File: config.mk
export PLATFORM = sky130hd
export DESIGN_NAME = motion_interp_pixel_blend_unit
export DESIGN_NICKNAME = d
export VERILOG_FILES = /design/src/sv/mip_pkg.sv /design/src/sv/mip_front.sv /design/src/sv/mip_comb.sv /design/src/sv/mip_mix.sv /design/src/sv/motion_interp_pixel_blend_unit.sv
export VERILOG_INCLUDE_DIRS = /design/src /design/src/sv
export SDC_FILE = /design/constraint.sdc
export NUM_CORES = 2
export LEC_CHECK = 0
export ABC_CLOCK_PERIOD_IN_PS = 23600
export BUFFER_PORTS_ARGS = -buffer_cell sky130_fd_sc_hd__buf_2
export CORE_MARGIN = 4
export CORE_UTILIZATION = 65
export CTS_CLUSTER_DIAMETER = 40
export DETAILED_ROUTE_END_ITERATION = 12
export PLACE_DENSITY = 0.79
export SYNTH_ARGS = -nofsm -noshare
export SYNTH_HDL_FRONTEND = slang
export SYNTH_SLANG_ARGS = --single-unit
export TNS_END_PERCENT = 10
File: constraint.sdc
create_clock -name clock -period 23.6 [get_ports clock]
set_input_delay 4.72 -clock clock [delete_from_list [all_inputs] [get_ports clock]]
set_output_delay 4.72 -clock clock [all_outputs]
set_load 0.005 [all_outputs]
File: src/sv/motion_interp_pixel_blend_unit_assert.svh
// Assertion macros for the blend unit; only the mix stage file includes them.
// MIP_ASSERT is disabled while reset is high; MIP_ASSERT_NORST also checks during reset.
`ifndef MOTION_INTERP_PIXEL_BLEND_UNIT_ASSERT_SVH
`define MOTION_INTERP_PIXEL_BLEND_UNIT_ASSERT_SVH
`ifndef SYNTH
`define MIP_ASSERT(lbl, clk, rst, prop, msg) \
   lbl: assert property (@(posedge clk) disable iff (rst) prop) else $error(msg);
`define MIP_ASSERT_NORST(lbl, clk, prop, msg) \
   lbl: assert property (@(posedge clk) prop) else $error(msg);
`else
`define MIP_ASSERT(lbl, clk, rst, prop, msg)
`define MIP_ASSERT_NORST(lbl, clk, prop, msg)
`endif
`endif

File: src/sv/mip_pkg.sv
package mip_pkg;

   localparam int PIX_W  = 16;
   localparam int MASK_W = 9;

   // Full weight of a mask or of the time position.
   localparam logic [MASK_W-1:0] FULL_WEIGHT = 9'd256;
   // Rounding constant added before the shifts by eight, but for the one in the temporal mix.
   localparam logic [8:0] ROUND_ADD = 9'd256;

   // Blend mode codes. Code 3 behaves as the plain fetch.
   localparam logic [1:0] MODE_BLEND  = 2'd0;
   localparam logic [1:0] MODE_MEDIAN = 2'd1;
   localparam logic [1:0] MODE_FETCH  = 2'd2;

   // Configuration register indexes.
   localparam int CSR_IDX_W = 2;
   localparam logic [CSR_IDX_W-1:0] CSR_BLEND_MODE  = 2'd0;
   localparam logic [CSR_IDX_W-1:0] CSR_TIME_WEIGHT = 2'd1;
   localparam logic [CSR_IDX_W-1:0] CSR_WIDE_PIXELS = 2'd2;
   localparam int CSR_DATA_W = 9;

   // Configuration as seen by the datapath; the time weight is already saturated.
   typedef struct packed {
      logic [1:0]        mode;
      logic [MASK_W-1:0] tw;
      logic              wide;
   } mip_cfg_type;

   // Front end to combine stage.
   typedef struct packed {
      mip_cfg_type       cfg;
      logic [PIX_W-1:0]  f;
      logic [MASK_W-1:0] mf;
      logic [MASK_W-1:0] mb;
      logic [23:0]       fkeep;
      logic [23:0]       bkeep;
      logic [23:0]       sa;
      logic [23:0]       sb;
      logic [23:0]       mdb;
      logic [23:0]       mdf;
   } mip_mid_type;

   // Combine stage to temporal mix.
   typedef struct packed {
      mip_cfg_type      cfg;
      logic [PIX_W-1:0] f;
      logic [16:0]      t1;
      logic [16:0]      t2;
   } mip_blend_type;

endpackage

File: src/sv/mip_front.sv
module mip_front
   import mip_pkg::*;
(
   input  logic              clock,
   input  logic              reset,
   input  mip_cfg_type       cfg,
   input  logic              up_valid,
   output logic              up_ready,
   input  logic [PIX_W-1:0]  fwd_pixel,
   input  logic [PIX_W-1:0]  bwd_pixel,
   input  logic [PIX_W-1:0]  fwd_colocated,
   input  logic [PIX_W-1:0]  bwd_colocated,
   input  logic [PIX_W-1:0]  fwd_extra_pixel,
   input  logic [PIX_W-1:0]  bwd_extra_pixel,
   input  logic [MASK_W-1:0] fwd_mask,
   input  logic [MASK_W-1:0] bwd_mask,
   output logic              dn_valid,
   input  logic              dn_ready,
   output mip_mid_type       dn_data
);

   // Stage 1: pixel width reduction, mask saturation, keep and fallback products, medians.
   logic              s1_valid_ff;
   logic              s1_ready;
   mip_cfg_type       s1_cfg_ff;
   logic [PIX_W-1:0]  s1_f_ff, s1_f_in;
   logic [MASK_W-1:0] s1_mf_ff, s1_mf_in, s1_mb_ff, s1_mb_in;
   logic [23:0]       s1_fkeep_ff, s1_fkeep_in, s1_bkeep_ff, s1_bkeep_in;
   logic [23:0]       s1_cf_ff, s1_cf_in, s1_cb_ff, s1_cb_in;
   logic [PIX_W-1:0]  s1_medb_ff, s1_medb_in, s1_medf_ff, s1_medf_in;

   // Stage 2.
   logic              s2_valid_ff;
   logic              s2_ready;
   mip_mid_type       s2_data_ff, s2_data_in;

   function automatic logic [PIX_W-1:0] reduce_pix(input logic [PIX_W-1:0] p, input logic wide);
      reduce_pix = wide ? p : {8'd0, p[7:0]};
   endfunction

   function automatic logic [MASK_W-1:0] sat_mask(input logic [MASK_W-1:0] m);
      sat_mask = (m > FULL_WEIGHT) ? FULL_WEIGHT : m;
   endfunction

   always_comb begin
      logic [PIX_W-1:0] f, b, f0, b0, ff, bb, lo, hi;
      f  = reduce_pix(fwd_pixel, cfg.wide);
      b  = reduce_pix(bwd_pixel, cfg.wide);
      f0 = reduce_pix(fwd_colocated, cfg.wide);
      b0 = reduce_pix(bwd_colocated, cfg.wide);
      ff = reduce_pix(fwd_extra_pixel, cfg.wide);
      bb = reduce_pix(bwd_extra_pixel, cfg.wide);
      s1_f_in  = f;
      s1_mf_in = sat_mask(fwd_mask);
      s1_mb_in = sat_mask(bwd_mask);
      s1_fkeep_in = 24'(f) * 24'(FULL_WEIGHT - s1_mf_in);
      s1_bkeep_in = 24'(b) * 24'(FULL_WEIGHT - s1_mb_in);
      s1_cf_in = 24'(f0) * 24'(s1_mb_in);
      s1_cb_in = 24'(b0) * 24'(s1_mf_in);
      // Median of three: clamp the extra candidate into the range spanned by B and F.
      lo = (b < f) ? b : f;
      hi = (b > f) ? b : f;
      s1_medb_in = (bb < hi) ? ((bb > lo) ? bb : lo) : hi;
      s1_medf_in = (ff < hi) ? ((ff > lo) ? ff : lo) : hi;
   end

   assign up_ready = !s1_valid_ff || s2_ready;
   assign s1_ready = up_ready;
   assign s2_ready = !s2_valid_ff || dn_ready;

   always_ff @(posedge clock) begin
      if (reset) begin
         s1_valid_ff <= 1'b0;
      end else if (s1_ready) begin
         s1_valid_ff <= up_valid;
      end
   end

   always_ff @(posedge clock) begin
      if (s1_ready && up_valid) begin
         s1_cfg_ff   <= cfg;
         s1_f_ff     <= s1_f_in;
         s1_mf_ff    <= s1_mf_in;
         s1_mb_ff    <= s1_mb_in;
         s1_fkeep_ff <= s1_fkeep_in;
         s1_bkeep_ff <= s1_bkeep_in;
         s1_cf_ff    <= s1_cf_in;
         s1_cb_ff    <= s1_cb_in;
         s1_medb_ff  <= s1_medb_in;
         s1_medf_ff  <= s1_medf_in;
      end
   end

   always_comb begin
      s2_data_in.cfg   = s1_cfg_ff;
      s2_data_in.f     = s1_f_ff;
      s2_data_in.mf    = s1_mf_ff;
      s2_data_in.mb    = s1_mb_ff;
      s2_data_in.fkeep = s1_fkeep_ff;
      s2_data_in.bkeep = s1_bkeep_ff;
      s2_data_in.sa    = s1_bkeep_ff + s1_cf_ff;
      s2_data_in.sb    = s1_fkeep_ff + s1_cb_ff;
      s2_data_in.mdb   = 24'(s1_medb_ff) * 24'(s1_mf_ff);
      s2_data_in.mdf   = 24'(s1_medf_ff) * 24'(s1_mb_ff);
   end

   always_ff @(posedge clock) begin
      if (reset) begin
         s2_valid_ff <= 1'b0;
      end else if (s2_ready) begin
         s2_valid_ff <= s1_valid_ff;
      end
   end

   always_ff @(posedge clock) begin
      if (s2_ready && s1_valid_ff) begin
         s2_data_ff <= s2_data_in;
      end
   end

   assign dn_valid = s2_valid_ff;
   assign dn_data  = s2_data_ff;

endmodule

File: src/sv/mip_comb.sv
module mip_comb
   import mip_pkg::*;
(
   input  logic          clock,
   input  logic          reset,
   input  logic          up_valid,
   output logic          up_ready,
   input  mip_mid_type   up_data,
   output logic          dn_valid,
   input  logic          dn_ready,
   output mip_blend_type dn_data
);

   // Stage 3: occlusion fallback products and the median-mode side values.
   logic             s3_valid_ff;
   logic             s4_ready;
   mip_cfg_type      s3_cfg_ff;
   logic [PIX_W-1:0] s3_f_ff;
   logic [31:0]      s3_pa_prod_ff, s3_pa_prod_in, s3_pb_prod_ff, s3_pb_prod_in;
   logic [16:0]      s3_t1m_ff, s3_t1m_in, s3_t2m_ff, s3_t2m_in;
   logic [23:0]      s3_fkeep_ff, s3_bkeep_ff;

   // Stage 4.
   logic             s4_valid_ff;
   mip_blend_type    s4_data_ff, s4_data_in;

   always_comb begin
      logic [25:0] sum1, sum2;
      s3_pa_prod_in = 32'(up_data.mf) * 32'(up_data.sa);
      s3_pb_prod_in = 32'(up_data.mb) * 32'(up_data.sb);
      sum1 = 26'(up_data.mdb) + 26'(up_data.fkeep) + 26'(ROUND_ADD);
      sum2 = 26'(up_data.mdf) + 26'(up_data.bkeep) + 26'(ROUND_ADD);
      s3_t1m_in = sum1[24:8];
      s3_t2m_in = sum2[24:8];
   end

   assign up_ready = !s3_valid_ff || s4_ready;
   assign s4_ready = !s4_valid_ff || dn_ready;

   always_ff @(posedge clock) begin
      if (reset) begin
         s3_valid_ff <= 1'b0;
      end else if (up_ready) begin
         s3_valid_ff <= up_valid;
      end
   end

   always_ff @(posedge clock) begin
      if (up_ready && up_valid) begin
         s3_cfg_ff     <= up_data.cfg;
         s3_f_ff       <= up_data.f;
         s3_pa_prod_ff <= s3_pa_prod_in;
         s3_pb_prod_ff <= s3_pb_prod_in;
         s3_t1m_ff     <= s3_t1m_in;
         s3_t2m_ff     <= s3_t2m_in;
         s3_fkeep_ff   <= up_data.fkeep;
         s3_bkeep_ff   <= up_data.bkeep;
      end
   end

   // Stage 4 logic: round the fallback terms, add them to the kept part, select by mode.
   always_comb begin
      logic [32:0] ra, rb;
      logic [25:0] sum1, sum2;
      ra   = 33'(s3_pa_prod_ff) + 33'(ROUND_ADD);
      rb   = 33'(s3_pb_prod_ff) + 33'(ROUND_ADD);
      sum1 = 26'(s3_fkeep_ff) + 26'(ra[31:8]) + 26'(ROUND_ADD);
      sum2 = 26'(s3_bkeep_ff) + 26'(rb[31:8]) + 26'(ROUND_ADD);
      s4_data_in.cfg = s3_cfg_ff;
      s4_data_in.f   = s3_f_ff;
      if (s3_cfg_ff.mode == MODE_BLEND) begin
         s4_data_in.t1 = sum1[24:8];
         s4_data_in.t2 = sum2[24:8];
      end else begin
         s4_data_in.t1 = s3_t1m_ff;
         s4_data_in.t2 = s3_t2m_ff;
      end
   end

   always_ff @(posedge clock) begin
      if (reset) begin
         s4_valid_ff <= 1'b0;
      end else if (s4_ready) begin
         s4_valid_ff <= s3_valid_ff;
      end
   end

   always_ff @(posedge clock) begin
      if (s4_ready && s3_valid_ff) begin
         s4_data_ff <= s4_data_in;
      end
   end

   assign dn_valid = s4_valid_ff;
   assign dn_data  = s4_data_ff;

endmodule

File: src/sv/mip_mix.sv
`include "motion_interp_pixel_blend_unit_assert.svh"

module mip_mix
   import mip_pkg::*;
(
   input  logic             clock,
   input  logic             reset,
   input  logic             up_valid,
   output logic             up_ready,
   input  mip_blend_type    up_data,
   output logic             out_valid,
   input  logic             out_ready,
   output logic [PIX_W-1:0] out_pixel
);

   // Stage 5: temporal weighting products.
   logic             s5_valid_ff;
   logic             s6_ready;
   mip_cfg_type      s5_cfg_ff;
   logic [PIX_W-1:0] s5_f_ff;
   logic [25:0]      s5_w1_ff, s5_w1_in, s5_w2_ff, s5_w2_in;

   // Stage 6: output register.
   logic             out_valid_ff;
   logic             out_wide_ff;
   logic [PIX_W-1:0] out_pixel_ff, out_pixel_in;

   always_comb begin
      s5_w1_in = 26'(up_data.t1) * 26'(FULL_WEIGHT - up_data.cfg.tw);
      s5_w2_in = 26'(up_data.t2) * 26'(up_data.cfg.tw);
   end

   assign up_ready = !s5_valid_ff || s6_ready;
   assign s6_ready = !out_valid_ff || out_ready;

   always_ff @(posedge clock) begin
      if (reset) begin
         s5_valid_ff <= 1'b0;
      end else if (up_ready) begin
         s5_valid_ff <= up_valid;
      end
   end

   always_ff @(posedge clock) begin
      if (up_ready && up_valid) begin
         s5_cfg_ff <= up_data.cfg;
         s5_f_ff   <= up_data.f;
         s5_w1_ff  <= s5_w1_in;
         s5_w2_ff  <= s5_w2_in;
      end
   end

   // A blend result of zero wraps to all ones of the pixel width after the subtraction.
   always_comb begin
      logic [26:0] total;
      logic [18:0] dec;
      total = 27'(s5_w1_ff) + 27'(s5_w2_ff);
      dec   = total[26:8] - 19'd1;
      case (s5_cfg_ff.mode) inside
         MODE_BLEND, MODE_MEDIAN: begin
            out_pixel_in = s5_cfg_ff.wide ? dec[15:0] : {8'd0, dec[7:0]};
         end
         default: begin
            out_pixel_in = s5_f_ff;
         end
      endcase
   end

   always_ff @(posedge clock) begin
      if (reset) begin
         out_valid_ff <= 1'b0;
      end else if (s6_ready) begin
         out_valid_ff <= s5_valid_ff;
      end
   end

   always_ff @(posedge clock) begin
      if (s6_ready && s5_valid_ff) begin
         out_pixel_ff <= out_pixel_in;
         out_wide_ff  <= s5_cfg_ff.wide;
      end
   end

   assign out_valid = out_valid_ff;
   assign out_pixel = out_pixel_ff;

   `MIP_ASSERT(a_narrow_high_zero, clock, reset, out_valid_ff && !out_wide_ff |-> out_pixel_ff[15:8] == 8'd0, "narrow pixel has high byte set")
   `MIP_ASSERT(a_stall_keeps_s5, clock, reset, s5_valid_ff && !s6_ready |=> s5_valid_ff && $stable(s5_w1_ff) && $stable(s5_w2_ff), "stalled item lost in mix stage")
   `MIP_ASSERT_NORST(a_reset_empties, clock, reset |=> !s5_valid_ff && !out_valid_ff, "pipeline not empty after reset")

endmodule

File: src/sv/motion_interp_pixel_blend_unit.sv
// Per-pixel blend of a motion-compensated frame interpolator. Each item carries the forward and
// backward compensated pixels, the co-located pixels, the extra median candidates and the two
// occlusion masks, and yields one interpolated pixel. The datapath is a six-stage pipeline that
// accepts one item every clock while the result side is ready; the rate is set by the pipeline
// registers alone, since every multiplier and adder is used once per item. Ready is formed per
// stage, so a stalled output register only blocks the input once every stage holds an item,
// and empty stages keep accepting meanwhile. Configuration registers are written through the
// csr port; the user must write them only while no item is in flight, which the block does not
// enforce. Each item captures blend mode, time weight and pixel width as it enters.
module motion_interp_pixel_blend_unit
   import mip_pkg::*;
(
   input  logic                  clock,
   input  logic                  reset,

   // Configuration write port.
   input  logic                  csr_write_enable,
   input  logic [CSR_IDX_W-1:0]  csr_index,
   input  logic [CSR_DATA_W-1:0] csr_write_data,

   // Input item channel.
   input  logic                  req_valid,
   output logic                  req_ready,
   input  logic [PIX_W-1:0]      req_fwd_pixel,
   input  logic [PIX_W-1:0]      req_bwd_pixel,
   input  logic [PIX_W-1:0]      req_fwd_colocated,
   input  logic [PIX_W-1:0]      req_bwd_colocated,
   input  logic [PIX_W-1:0]      req_fwd_extra_pixel,
   input  logic [PIX_W-1:0]      req_bwd_extra_pixel,
   input  logic [MASK_W-1:0]     req_fwd_mask,
   input  logic [MASK_W-1:0]     req_bwd_mask,

   // Result item channel.
   output logic                  rsp_valid,
   input  logic                  rsp_ready,
   output logic [PIX_W-1:0]      rsp_out_pixel
);

   // Configuration registers, reset to occlusion blend, mid-way time and 8-bit pixels.
   logic [1:0]        blend_mode_ff;
   logic [MASK_W-1:0] time_weight_ff;
   logic              wide_pixels_ff;
   mip_cfg_type       cfg;

   // Handshakes between the pipeline sections.
   logic              mid_valid, mid_ready;
   mip_mid_type       mid_data;
   logic              blend_valid, blend_ready;
   mip_blend_type     blend_data;

   always_ff @(posedge clock) begin
      if (reset) begin
         blend_mode_ff  <= MODE_BLEND;
         time_weight_ff <= 9'd128;
         wide_pixels_ff <= 1'b0;
      end else if (csr_write_enable) begin
         unique case (csr_index)
            CSR_BLEND_MODE:  blend_mode_ff  <= csr_write_data[1:0];
            CSR_TIME_WEIGHT: time_weight_ff <= csr_write_data[MASK_W-1:0];
            CSR_WIDE_PIXELS: wide_pixels_ff <= csr_write_data[0];
            default: begin
               // Writes to unassigned indexes are dropped.
            end
         endcase
      end
   end

   // Time positions beyond a full frame are held at a full frame.
   always_comb begin
      cfg.mode = blend_mode_ff;
      cfg.tw   = (time_weight_ff > FULL_WEIGHT) ? FULL_WEIGHT : time_weight_ff;
      cfg.wide = wide_pixels_ff;
   end

   // Stages 1 and 2: input reduction, keep products, medians and side sums.
   mip_front u_front (
      .clock           (clock),
      .reset           (reset),
      .cfg             (cfg),
      .up_valid        (req_valid),
      .up_ready        (req_ready),
      .fwd_pixel       (req_fwd_pixel),
      .bwd_pixel       (req_bwd_pixel),
      .fwd_colocated   (req_fwd_colocated),
      .bwd_colocated   (req_bwd_colocated),
      .fwd_extra_pixel (req_fwd_extra_pixel),
      .bwd_extra_pixel (req_bwd_extra_pixel),
      .fwd_mask        (req_fwd_mask),
      .bwd_mask        (req_bwd_mask),
      .dn_valid        (mid_valid),
      .dn_ready        (mid_ready),
      .dn_data         (mid_data)
   );

   // Stages 3 and 4: occlusion fallback and per-side rounding.
   mip_comb u_comb (
      .clock    (clock),
      .reset    (reset),
      .up_valid (mid_valid),
      .up_ready (mid_ready),
      .up_data  (mid_data),
      .dn_valid (blend_valid),
      .dn_ready (blend_ready),
      .dn_data  (blend_data)
   );

   // Stages 5 and 6: temporal mix and the output register.
   mip_mix u_mix (
      .clock     (clock),
      .reset     (reset),
      .up_valid  (blend_valid),
      .up_ready  (blend_ready),
      .up_data   (blend_data),
      .out_valid (rsp_valid),
      .out_ready (rsp_ready),
      .out_pixel (rsp_out_pixel)
   );

endmodule

==> key figures <==
Run status
  – Status: complete, no violations

Worst setup path
  – Cell mode on critical path: fa_1
  – Slowest cell on the critical path: a21o_1
  – CP Class: in -> reg
  – Worst r2r src: u_comb.dn_data[54]$_DFFE_PP_
  – CP arrival: 12460 ps
  – Peak per-stage delay on the critical path: approximately 530 ps
  – Top cell family by delay on the critical path: adder cells
  – Crit path launch type: primary input
  – Critical path peak fanout: 27
  – CP Data Required Time: 24010 ps
  – CP Capture Type: register
  – CP startpoint: req_fwd_mask[8]
  – CP bufs+invs: 7

Die
  – Ports: around 150
  – Initial Utilization: 0.656
  – Die Span X: ~370 um
  – # rows: 132
  – Die area: roughly 140000 um2
  – CORE AREA: roughly 130000 um2
  – Die Y: 370 um

GRT
  – Initial antenna violation count: 11
  – Vias in the first global route: 62800
  – Largest net degree at the start of global routing: 90
  – Total gr overflow: 0
  – Gr usage total: 0.304
  – First-pass GRT wire length: 329000 um

Routing
  – Vias: 59200
  – Via/cell ratio: 5.70
  – Post-Route WL: roughly 200000 um
  – Total iterations of the first detailed-routing run: 6
  – Antenna Nets Post-Route: 0
  – DRC Markers: 0
  – DR WL/cell: 19.5 um
  – 1st-iter DRT viols: 4429

Place
  – IO buf count: between 100 and 150
  – Gpl congestion: 0.947
  – Hpwl dp: 163000 um

Clocking
  – Post-CTS resize count: 0
  – CTS tree: built
  – Clock net sink count: 683
  – Clock Path Buffers: 3
  – Root buffer cell: clkbuf_16
  – Total CTS buffers: 95
  – Postcts setup bufs: 0
  – Clock Latency Late Sink: a little under 700 ps
  – Cts hold-fix bufs: 0
  – Clk slew on worst S/H paths: 60 ps
  – Number of H-tree levels: 3

Final layout
  – Most common cell after layout, fill and taps aside: inv_1
  – Nets: approximately 11000
  – Syn-to-layout area delta: 6.85%
  – Layout cells sized above 1: 0.0503
  – Commonest cells after routing, fill and taps aside: 1588 x inv_1, 1293 x fa_1, 1170 x nand2_1

Timing
  – Final setup fails: 0
  – Max frequency: 83.0 MHz
  – Setup TNS: 0 ps
  – Pins over their slew limit: 0
  – Skew final: 34.0 ps
  – Worst Max-Slew Pin Slew: around 1200 ps
  – Relative slew slack: 0.194
  – Final Hold Viols: 0
  – Unrepaired setup endpoints after global routing: false
  – Tmin final: 12050 ps
  – Crit share post-route: 0.510

Yosys
  – Synthesis warning total: 0
  – Sequential area share after synthesis: 0.239
  – Number of distinct library cells after synthesis: 91
  – Post-synth ARST share: 0
  – Number of enable flip-flop cells after synthesis: 665
  – Synth Instances: 8499
  – Cell Area, Synth: 85200 um2
  – Mean Syn Cell Area: 10.0 um2
  – Post-synth top flop: edfxtp_1
  – Synth Register Bits: 683

Min path
  – Hold Crit Start: u_comb.dn_data[35]$_DFFE_PP_
  – Hold Path Class: reg -> reg

Power
  – Max IR drop VDD: 0.305 mV
  – Overall Power: 0.0144 W
  – Leak pwr: between 40 and 50 nW
  – Power per Cell Area: 158 nW/um2

Job
  – Max cap viols: 0
## report_power, final
group	internal (W)	leakage, nW	switching [W]	total, W
logic	0.00450	35.3	0.00595	0.0104
registers	0.00222	6.41	0.000295	0.00251
clock network	0.000883	1.59	0.000580	0.00146
total	0.00760	43.3	0.00682	0.0144
## stage by stage
step                      hold WS [ps]  setup slack, ps  cells  cell area, um2   util
after global routing               421            11160  10400           91000  0.701
final                              412            11550  10400           91000  0.701
after floorplan                    400             3600   8575           85500      -
after global placement             400            11090  10200           87700  0.676
after detailed placement           405            10910  10200           87700  0.676
after CTS                          417            11620  10400           91000  0.701
## cells in the mapped netlist, drive strengths merged, types with 79 or more instances
master     n  share of area
o21ai    172          0.010
clkbuf   263          0.012
xor2     107          0.011
a21oi    207          0.012
ha       810           0.12
xnor2    325          0.033
nor2b     79         0.0058
mux2i     87          0.010
nor2     278          0.012
edfxtp   665           0.23
nor3     108         0.0065
inv     1590          0.070
and2     642          0.047
nand2   1170          0.052
fa      1293           0.30
a21o      83         0.0073
## final cells by class
class,instances,area (um2)
flip-flops and latches,683,20300
clock inverters,68,782
diodes,5,12.5
inverters,1601,6010
multi-input cells,5984,58100
well taps,1742,2180
fillers,9506,38800
repair buffers,201,1140
clock buffers,109,2510
## path summary, 6_finish.rpt
check / depth (start not counted) / slack (ps) / endpoint
setup reg to reg: 26 / 15670 / u_mix.s5_w1_ff[23]$_DFFE_PP_
hold reg to reg: 0 / 410 / u_mix.s5_f_ff[1]$_DFFE_PP_
setup / recovery: 29 / 11550 / u_front.s1_fkeep_ff[22]$_DFFE_PP_
hold / removal: 0 / 410 / u_mix.s5_f_ff[1]$_DFFE_PP_
## registers in the layout (all words and copies together), names as in the netlist, 17 cells and up
| signal | count |
|---|---|
| u_comb.dn_data | 61 |
| u_comb.s3_bkeep_ff | 24 |
| u_comb.s3_fkeep_ff | 24 |
| u_comb.s3_pa_prod_ff | 24 |
| u_comb.s3_pb_prod_ff | 24 |
| u_comb.s3_t1m_ff | 17 |
| u_comb.s3_t2m_ff | 17 |
| u_front.dn_data | 190 |
| u_front.s1_bkeep_ff | 24 |
| u_front.s1_cb_ff | 24 |
| u_front.s1_cf_ff | 24 |
| u_front.s1_fkeep_ff | 24 |
| u_mix.s5_w1_ff | 24 |
| u_mix.s5_w2_ff | 24 |
## logic make-up (layout without fill, tap and decap cells)
| group | Yosys count | after routing | synth area share |
|---|---|---|---|
| simple gates | 2548 | 2548 | 0.143 |
| fa+ha+maj | 2103 | 2103 | 0.423 |
| buf+inv | 1908 | 1979 | 0.0843 |
| compound gates | 731 | 731 | 0.0560 |
| flops | 683 | 683 | 0.239 |
| xor+xnor | 432 | 432 | 0.0444 |
| mux | 92 | 92 | 0.0109 |
| other cells | 2 | 83 | 0.0000881 |
## per-layer routing
layer | track usage | vias to the layer above | part of all wire
li1 | - | 26800 | -
met1 | 0.396 | 29500 | 0.39
met2 | 0.501 | 2361 | 0.48
met3 | 0.0507 | 579 | 0.078
met4 | 0.143 | 8 | 0.054
met5 | 0 | - | 0.00030
Power figures use the tool's default switching activity.
